--- src/sv/thad_pkg.sv ---
// Shared types, constants and helpers of the three-sensor Hall angle decoder.
`default_nettype none

package thad_pkg;

   // Defaults for the top-level parameters
   localparam int LUT_RES_DEF     = 64;
   localparam int SAMPLE_BITS_DEF = 12;

   // Fixed widths
   localparam int NUM_SENSORS = 3;
   localparam int NUM_TABLES  = 6;
   localparam int ANGLE_W     = 16;
   localparam int CAL_W       = 36;
   localparam int CSR_IDX_W   = 2;
   localparam int TSEL_W      = 3;

   // Calibration word layout: minimum, maximum, centre
   localparam int CAL_MIN_LSB = 0;
   localparam int CAL_MAX_LSB = 12;
   localparam int CAL_CTR_LSB = 24;
   localparam logic [CAL_W-1:0] CAL_RESET = 36'h8_00FF_F000;

   // Threshold for single-sensor use is one eighth of the span
   localparam int THR_SHIFT = 3;

   typedef enum logic {
      OP_DECODE      = 1'b0,
      OP_TABLE_WRITE = 1'b1
   } opcode_type;

   typedef enum logic [CSR_IDX_W-1:0] {
      CSR_CAL_SENSOR_A = 2'd0,
      CSR_CAL_SENSOR_B = 2'd1,
      CSR_CAL_SENSOR_C = 2'd2
   } csr_index_type;

   // Table codes: positive / negative table per sensor
   localparam logic [TSEL_W-1:0] TBL_AP = 3'd0;
   localparam logic [TSEL_W-1:0] TBL_AN = 3'd1;
   localparam logic [TSEL_W-1:0] TBL_BP = 3'd2;
   localparam logic [TSEL_W-1:0] TBL_BN = 3'd3;
   localparam logic [TSEL_W-1:0] TBL_CP = 3'd4;
   localparam logic [TSEL_W-1:0] TBL_CN = 3'd5;

   // Midpoint of two angles, correct across the wrap; half rounds down
   function automatic logic [ANGLE_W-1:0] avg_angle(input logic [ANGLE_W-1:0] p,
                                                    input logic [ANGLE_W-1:0] q);
      logic signed [ANGLE_W-1:0] d;
      logic signed [ANGLE_W-1:0] half;
      d    = q - p;
      half = d >>> 1;
      return p + half;
   endfunction

endpackage

`default_nettype wire

--- src/sv/thad_div_pipe.sv ---
// Pipelined restoring divider, one quotient bit per stage, three lanes.
`default_nettype none

module thad_div_pipe #(
   parameter int DEN_W = 12,
   parameter int QUO_W = 7,
   parameter int PAY_W = 1
) (
   input  logic                   clock,
   input  logic                   reset,
   input  logic                   in_valid,
   output logic                   in_ready,
   input  logic [DEN_W+QUO_W-1:0] in_num [thad_pkg::NUM_SENSORS],
   input  logic [DEN_W-1:0]       in_den [thad_pkg::NUM_SENSORS],
   input  logic [PAY_W-1:0]       in_pay,
   output logic                   out_valid,
   input  logic                   out_ready,
   output logic [QUO_W-1:0]       out_quo [thad_pkg::NUM_SENSORS],
   output logic [DEN_W+QUO_W-1:0] out_rem [thad_pkg::NUM_SENSORS],
   output logic [PAY_W-1:0]       out_pay
);

   localparam int NUM_W = DEN_W + QUO_W;
   localparam int NS    = thad_pkg::NUM_SENSORS;

   logic [NUM_W-1:0] rem_ff [QUO_W][NS];
   logic [QUO_W-1:0] quo_ff [QUO_W][NS];
   logic [DEN_W-1:0] den_ff [QUO_W][NS];
   logic [PAY_W-1:0] pay_ff [QUO_W];
   logic             vld_ff [QUO_W];
   logic             rdy    [QUO_W+1];

   assign rdy[QUO_W] = out_ready;

   for (genvar k = 0; k < QUO_W; k++) begin : g_stage
      localparam int SH = QUO_W - 1 - k;

      logic [NUM_W-1:0] rem_up [NS];
      logic [QUO_W-1:0] quo_up [NS];
      logic [DEN_W-1:0] den_up [NS];
      logic [PAY_W-1:0] pay_up;
      logic             vld_up;

      // stage input: module port or previous stage
      if (k == 0) begin : g_first
         assign vld_up = in_valid;
         assign pay_up = in_pay;
         assign rem_up = in_num;
         assign den_up = in_den;
         for (genvar l = 0; l < NS; l++) begin : g_q0
            assign quo_up[l] = '0;
         end
      end else begin : g_next
         assign vld_up = vld_ff[k-1];
         assign pay_up = pay_ff[k-1];
         assign rem_up = rem_ff[k-1];
         assign den_up = den_ff[k-1];
         assign quo_up = quo_ff[k-1];
      end

      assign rdy[k] = !vld_ff[k] || rdy[k+1];

      // compare and subtract the shifted divisor
      for (genvar l = 0; l < NS; l++) begin : g_lane
         logic [NUM_W-1:0] trial;
         logic             ge;
         assign trial = NUM_W'(den_up[l]) << SH;
         assign ge    = rem_up[l] >= trial;

         always_ff @(posedge clock) begin
            if (rdy[k]) begin
               rem_ff[k][l] <= ge ? rem_up[l] - trial : rem_up[l];
               quo_ff[k][l] <= quo_up[l] | (QUO_W'(ge) << SH);
               den_ff[k][l] <= den_up[l];
            end
         end
      end

      always_ff @(posedge clock) begin
         if (reset) begin
            vld_ff[k] <= 1'b0;
         end else if (rdy[k]) begin
            vld_ff[k] <= vld_up;
         end
      end

      always_ff @(posedge clock) begin
         if (rdy[k]) begin
            pay_ff[k] <= pay_up;
         end
      end
   end

   assign in_ready  = rdy[0];
   assign out_valid = vld_ff[QUO_W-1];
   assign out_quo   = quo_ff[QUO_W-1];
   assign out_rem   = rem_ff[QUO_W-1];
   assign out_pay   = pay_ff[QUO_W-1];

endmodule

`default_nettype wire

--- config.mk ---
export PLATFORM = sky130hd
export DESIGN_NAME = thad_div_pipe
export DESIGN_NICKNAME = d
export VERILOG_FILES = /design/src/sv/thad_pkg.sv /design/src/sv/thad_div_pipe.sv
export SDC_FILE = /design/constraint.sdc
export NUM_CORES = 1
export LEC_CHECK = 0
export BUFFER_PORTS_ARGS = -buffer_cell sky130_fd_sc_hd__buf_2
export CAP_MARGIN = 25
export CORE_MARGIN = 3
export CORE_UTILIZATION = 40
export CTS_CLUSTER_DIAMETER = 150
export DETAILED_ROUTE_END_ITERATION = 8
export SYNTH_ARGS = -nofsm -noshare
export SYNTH_HDL_FRONTEND = slang
export SYNTH_SLANG_ARGS = --single-unit
--- constraint.sdc ---
create_clock -name clock -period 4.9 [get_ports clock]
set_input_delay 0 -clock clock [delete_from_list [all_inputs] [get_ports clock]]
set_output_delay 0 -clock clock [all_outputs]
set_load 0.005 [all_outputs]
==> results of run 1 <==
state kept, by name, indices dropped and copies added (netlist names):
signal	count
pay_ff	7
vld_ff	7
den_ff	216
rem_ff	399
quo_ff	84
power groups by stage:
stage | clock network (mW) | logic (mW) | registers [mW]
floorplan | 0 | 7.16 | 9.87
global placement | 0 | 8.96 | 10.4
detailed placement | 0 | 9.07 | 10.3
CTS | 5.87 | 9.20 | 10.2
global route | 6.13 | 10.5 | 10.4
finish | 5.69 | 9.20 | 10.2
worst max-delay path: stages (launching register included):
cell and delay [ns]:
edfxtp_1 0.33, nor2b_1 0.36, and3_1 0.34, and2_1 0.32, and3_1 0.39, nand2_4 0.45, buf_4 0.47, buf_2 0.21
routing by layer:
layer | wire length, um | share of wire | track usage
met5 | 0 | 0 | 0
met1 | 38920 | 0.50 | 0.2248
met2 | 33110 | 0.42 | 0.2375
met4 | 2546 | 0.033 | 0.05682
met3 | 3331 | 0.043 | 0.02418
Yosys cell counts, drive strengths merged (7+ instances only):
master,n
o21ai,190
or4,19
xnor2,128
nand4b,12
o31a,21
a31oi,35
nor3,56
a31o,7
a21oi,242
edfxtp,713
xor2,100
nor4,30
nand4,24
nor3b,8
o2111ai,7
or2,7
clkbuf,31
mux2i,11
o211ai,14
fa,21
or3,29
nand2,178
and3,15
ha,252
nand3,52
and2,9
nor2b,46
buf,25
o21bai,13
nand2b,49
nor4b,12
inv,339
or4b,9
a2111oi,14
a21o,67
o21a,50
nand3b,13
nor2,241
a211oi,31
o31ai,35
mux2,73
cells by family after synthesis:
group / count (synthesis) / share of synthesized area
xor+xnor: 228 / 0.05166
mux: 84 / 0.02411
simple gates: 827 / 0.1090
compound gates: 784 / 0.1292
fa+ha+maj: 273 / 0.09244
buf+inv: 395 / 0.03978
flops: 713 / 0.5539
timing repair:
action                                 CTS  global route
endpoints found under the hold margin  109             0
buffers inserted                         0             0
hold buffers                           104             0
how the worst max path moves through the flow:
| stage | to | cells after the start | from | slack, ns |
|---|---|---|---|---|
| 2_1_floorplan | vld_ff[0][0] | 6 | vld_ff[1][2] | 0.96 |
| 3_3_place_gp | rem_ff[3][23] | 10 | rem_ff[2][22] | 1.47 |
| 3_5_place_dp | rem_ff[3][35] | 11 | rem_ff[2][22] | 1.42 |
| 4_1_cts | in_ready | 7 | vld_ff[1][2] | 1.32 |
| 5_1_grt | rem_ff[3][27] | 11 | rem_ff[2][22] | 1.02 |
| 6_report | in_ready | 7 | vld_ff[1][2] | 1.33 |
cell type report:
class | instances | area, um2 | area share
sequential | 713 | 21410 | 0.4794
multi-input combinational | 2196 | 15750 | 0.3526
timing repair buffer | 301 | 2132 | 0.04774
clock buffer | 90 | 2018 | 0.04519
tap | 1265 | 1583 | 0.03544
inverter | 339 | 1285 | 0.02877
clock inverter | 47 | 483.0 | 0.01081
metrics by stage:
step	std cells	area, um2	total power, mW
floorplan	3304	38660	17.03
global placement	4708	41090	19.31
detailed placement	4709	41100	19.40
CTS	4950	44640	25.28
global route	4951	44660	26.99
finish	4951	44660	25.08
==> key figures, run 1 <==
Worst setup path
  – Worst Setup Path Type: reg2out
  – Reg2reg setup slack: 1.40 ns
  – CP Capture Type: output port
  – RR Startpoint: rem_ff[2][22]
  – R2r endpoint: rem_ff[3][23]
  – Critical path data arrival time: approximately 3.6 ns
  – Critical Path RT: between 4 and 5 ns
  – Worst Path Max Fanout: 60
  – Critical Path Start Type: flop
  – R2R depth: 10

Logic synthesis
  – Seq cells post-synth: just over 700
  – Most used DFF post-synth: edfxtp_1
  – Number of synthesized flops with an enable pin: 713
  – Sequential area share after synthesis: 0.5539
  – Ys async rst share: 0
  – Synth Area per Inst: 11.70 um2
  – Yosys cell types: slightly above 90
  – Gate Count Post-Synth: 3304
  – Dominant cells by area after synthesis: edfxtp_1 55%, ha_1 8.2%, inv_1 3.3%
  – Synth Cell Area: roughly 39000 um2
  – Top cell type by total area after synthesis: edfxtp_1
  – Synth Net Count: 3675
  – Synthesis Warnings: 0
  – Area share of the largest cell type after synthesis: 0.5539

Drt
  – Vias: 25.04k
  – First-pass DRT Iterations: 5
  – Vias/cell: about 5.1
  – Post-DR wirelength/cell: ~16 um
  – DRT antenna net count: 0
  – Starting DRT DRC Count: between 1.5k and 2k
  – DRC viols: 0
  – Total wire length: 77.91 mm

Timing
  – Slew HR: 0.3604
  – Min Tclk post-route: 3.567 ns
  – Worst setup margin: 1.333 ns
  – RSZ-0062 raised after global routing: no
  – Fin. max-slew vios: 0
  – Final Skew: 0.02185 ns
  – Count of final setup violators: 0
  – Hold_ws: 0.1132 ns
  – TNS Setup: 0 ns
  – Fin crit share: 0.7279
  – Fmax: approximately 0.28 GHz
  – Final hold viol count: 0
  – Worst-margin pin slew: 0.9594 ns

GRT
  – Initial antenna violation count: 0
  – Vias in the first global route: about 25k
  – Global route overflow: 0
  – Largest net degree at the start of global routing: around 110
  – First-pass GRT wire length: 126.9 mm
  – Total GRT Usage: 0.1556

Clocking
  – Post-CTS sizing: 0
  – Clock root buffer master: clkbuf_16
  – CTS buffer count: 77
  – Worst-skew pair later-pin latency: between 0.6 and 0.7 ns
  – Clock Pin Slew Worst Setup and Hold Paths: ~0.060 ns
  – Clock tree sinks: about 700
  – Maximum clock insertion buffer count: 3
  – CTS tree: built
  – Clock H-tree levels: 3

Placed design
  – Dpl hpwl: just under 60 mm
  – Post-Place Setup Slack: between 1 and 1.5 ns
  – Port buffer count: 178
  – Placer Congestion: roughly 0.87

Power and ir drop
  – Logic pwr share: 0.367
  – Pleak: 18.06 nW
  – Total internal power: between 15 and 20 mW
  – P per Cell Area: between 500 and 600 nW/um2
  – Sw Pwr: 8.300 mW
  – Net Sw Frac: 0.3309
  – VDD IR-drop max: 0.2554 mV
  – Seq pwr share: 0.406
  – Clock share of power: 0.227

Final layout
  – Layout Nets: 3999
  – Final Util: 0.4680
  – Diode count: 0
  – Layout fillers: 8571
  – Commonest non-fill, non-tap cells in the layout: 713 x edfxtp_1, 332 x inv_1, 252 x ha_1
  – Synth-to-Final Area Change: 15.53%
  – Share of cells above drive strength 1: 0.1183
  – Commonest non-fill, non-tap cell in the layout: edfxtp_1

Floorplanning
  – Die Ht: 316.9 um
  – Rows: 113
  – Ports: approximately 180
  – Starting Density: 0.4051
  – Die area: 100400 um2
  – Die X: 316.9 um
  – Core area: approximately 95000 um2

Job
  – Maxcap violations: 0

Min path
  – Worst hold endpoint: pay_ff[0]
  – Hold Startpoint: in_pay
  – Cell depth of the worst hold path: 2
  – Hold WC Path Type: in2reg

Run status
  – Outcome: finished, final reports clean
Note: power is estimated with default switching activity, not from simulation.
==> inputs of run 2 (changes only) <==
==> constraint.sdc (replaced) <==
create_clock -name clock -period 3.1 [get_ports clock]
set_input_delay 0 -clock clock [delete_from_list [all_inputs] [get_ports clock]]
set_output_delay 0 -clock clock [all_outputs]
set_load 0.005 [all_outputs]
==> run 2 against run 1 <==
Register-to-register slack worse by 1.2 ns. Worst hold slack better by 0.0039 ns. Count of clock-buffer cells in the layout is 2 higher. Clock skew is 0.0062 ns lower. Clock power is 63% higher. Global-route usage is 0.52 points higher. Via count is 0.87% higher. Die area stayed put. Total power is 61% higher. Combinational power is 62% higher. Worst setup slack worse by 1.2 ns. Wire length is 2.8% higher. Largest power group unchanged.
==> key figures, run 2 (same netlist as run 1, synthesis figures left out) <==
Power and ir drop
  – Pleak: roughly 18 nW
  – VDD IR-drop max: 0.3764 mV
  – P per Cell Area: 889.2 nW/um2

Drt
  – DRT antenna net count: 0
  – Starting DRT DRC Count: 1643
  – Total wire length: roughly 80 mm
  – Post-DR wirelength/cell: 15.99 um
  – Vias/cell: 5.043
  – Vias: around 25k
  – First-pass DRT Iterations: 5
  – DRC viols: 0

Floorplanning
  – Rows: 113
  – Die area: ~100000 um2
  – Ports: approximately 180
  – Die Ht: 316.9 um
  – Core area: about 95000 um2
  – Starting Density: 0.4051
  – Die X: 316.9 um

Timing
  – RSZ-0062 raised after global routing: no
  – Worst-margin pin slew: 0.6559 ns
  – Count of final setup violators: 0
  – Fin crit share: 0.9478
  – Min Tclk post-route: 2.938 ns
  – Fmax: 0.3403 GHz
  – Fin. max-slew vios: 0
  – Final hold viol count: 0
  – Final Skew: approximately 0.016 ns
  – Slew HR: 0.5566

Worst setup path
  – Crit path buf inv count: 3
  – CP delay by family, top: compound AO/OA/AOI/OAI gates
  – Critical Path Start Type: flop
  – Most numerous cell on the critical path: inv_1
  – Critical path data arrival time: 3.30 ns
  – CP max stage delay: between 0.4 and 0.5 ns
  – CP cell instances: inv_1 > ha_1 > inv_1 > fa_1 > a211oi_1 > o211ai_1 > a31oi_2 > o21ai_1 > nor4_4 > buf_4 > mux2_2
  – Worst Path Max Fanout: 6
  – Critical Path RT: 3.46 ns
  – CP Capture Type: flop
  – Worst path slowest cell: fa_1
  – Worst Setup Path Type: reg2reg

Clocking
  – Clock H-tree levels: 3
  – Worst-skew pair later-pin latency: 0.61 ns
  – Clock Pin Slew Worst Setup and Hold Paths: 0.05 ns
  – Maximum clock insertion buffer count: 3
  – Clock root buffer master: clkbuf_16
  – CTS buffer count: 77
  – Clock tree sinks: 713
  – CTS tree: built

Job
  – Maxcap violations: 0

GRT
  – Total GRT Usage: 0.1608
  – Initial antenna violation count: 2
  – First-pass GRT wire length: 130.7 mm
  – Global route overflow: 0
  – Largest net degree at the start of global routing: 69
  – Vias in the first global route: 25.00k

Final layout
  – Max FFs per register: around 400
  – Commonest non-fill, non-tap cells in the layout: 713 x edfxtp_1, 332 x inv_1, 252 x ha_1
  – Reg with most FFs: rem_ff
  – Share of cells above drive strength 1: 0.1337
  – Commonest non-fill, non-tap cell in the layout: edfxtp_1
  – Final cell count without fillers: 5008
  – Final Util: 0.4745
  – Top flop regs: rem_ff (399), den_ff (216), quo_ff (84)
  – Layout Nets: 4049
  – Layout fillers: 8599
  – Synth-to-Final Area Change: 17.15%

Placed design
  – Dpl cells: 4760
  – Port buffer count: 178
  – Dpl hpwl: approximately 60 mm
  – Placer Congestion: between 0.8 and 0.9

Min path
  – Hold WC Path Type: in2reg

Run status
  – Outcome: finished, final reports clean
[run 2: cell types whose count changed in the layout (fill, tap and decap cells not counted), moves of 3 or more]
cell	delta
inv_6	+3
a211oi_2	+3
inv_4	-4
dlygate4sd3_1	-3
clkinvlp_4	+4
buf_4	+44
a211oi_1	-3
diode_2	+3
bufinv_16	+3
clkinv_2	-4
buf_12	+9
[run 2: layout make-up]
type | count | area, um2 | share of cell area
diodes | 3 | 7.507 | 0.0001658
clock inverters | 49 | 554.3 | 0.01224
well taps | 1265 | 1583 | 0.03495
clock buffers | 92 | 2026 | 0.04473
flip-flops and latches | 713 | 21410 | 0.4728
inverters | 339 | 1290 | 0.02848
repair buffers | 351 | 2609 | 0.05760
multi-input cells | 2196 | 15810 | 0.3491
[run 2: path summary, 6_finish.rpt]
check	startpoint	end	slack [ns]	cells after the start
setup / recovery	rem_ff[2][22]	rem_ff[3][23]	0.16	11
hold / removal	in_den[2]	den_ff[0][2]	0.12	2
setup reg to reg	rem_ff[2][22]	rem_ff[3][23]	0.16	11
hold reg to reg	pay_ff[5]	pay_ff[6]	0.41	0
[run 2: routing by layer]
layer  GRT usage  share of wire
met3     0.02203          0.039
met2      0.2471           0.43
met4     0.06690          0.036
met5           0              0
met1      0.2293           0.49
[run 2: timing repair]
action / CTS / global route
hold buffers: 101 / 0
setup buffers: 0 / 3
resized for setup: 0 / 13
setup endpoints to repair: 0 / 24
hold endpoints to repair: 109 / 0
[run 2: metrics by stage]
step	hold slack [ns]	cell area, um2	setup TNS [ns]	power [mW]	setup slack [ns]
2_1_floorplan	0.09887	38680	-4.978	26.92	-0.04971
6_report	0.1171	45290	0	40.27	0.1618
4_1_cts	0.05600	45200	0	40.51	0.07752
5_1_grt	0.09083	45280	0	43.32	0.001618
3_3_place_gp	0.1794	41610	0	30.75	0.1516
3_5_place_dp	0.1798	41610	0	30.88	0.09667
[run 2: where the power goes]
part           internal, mW  total [mW]  switching (mW)
Sequential             14.4        16.1            1.74
Clock                  5.60        9.30            3.70
Combinational          6.98        14.9            7.87
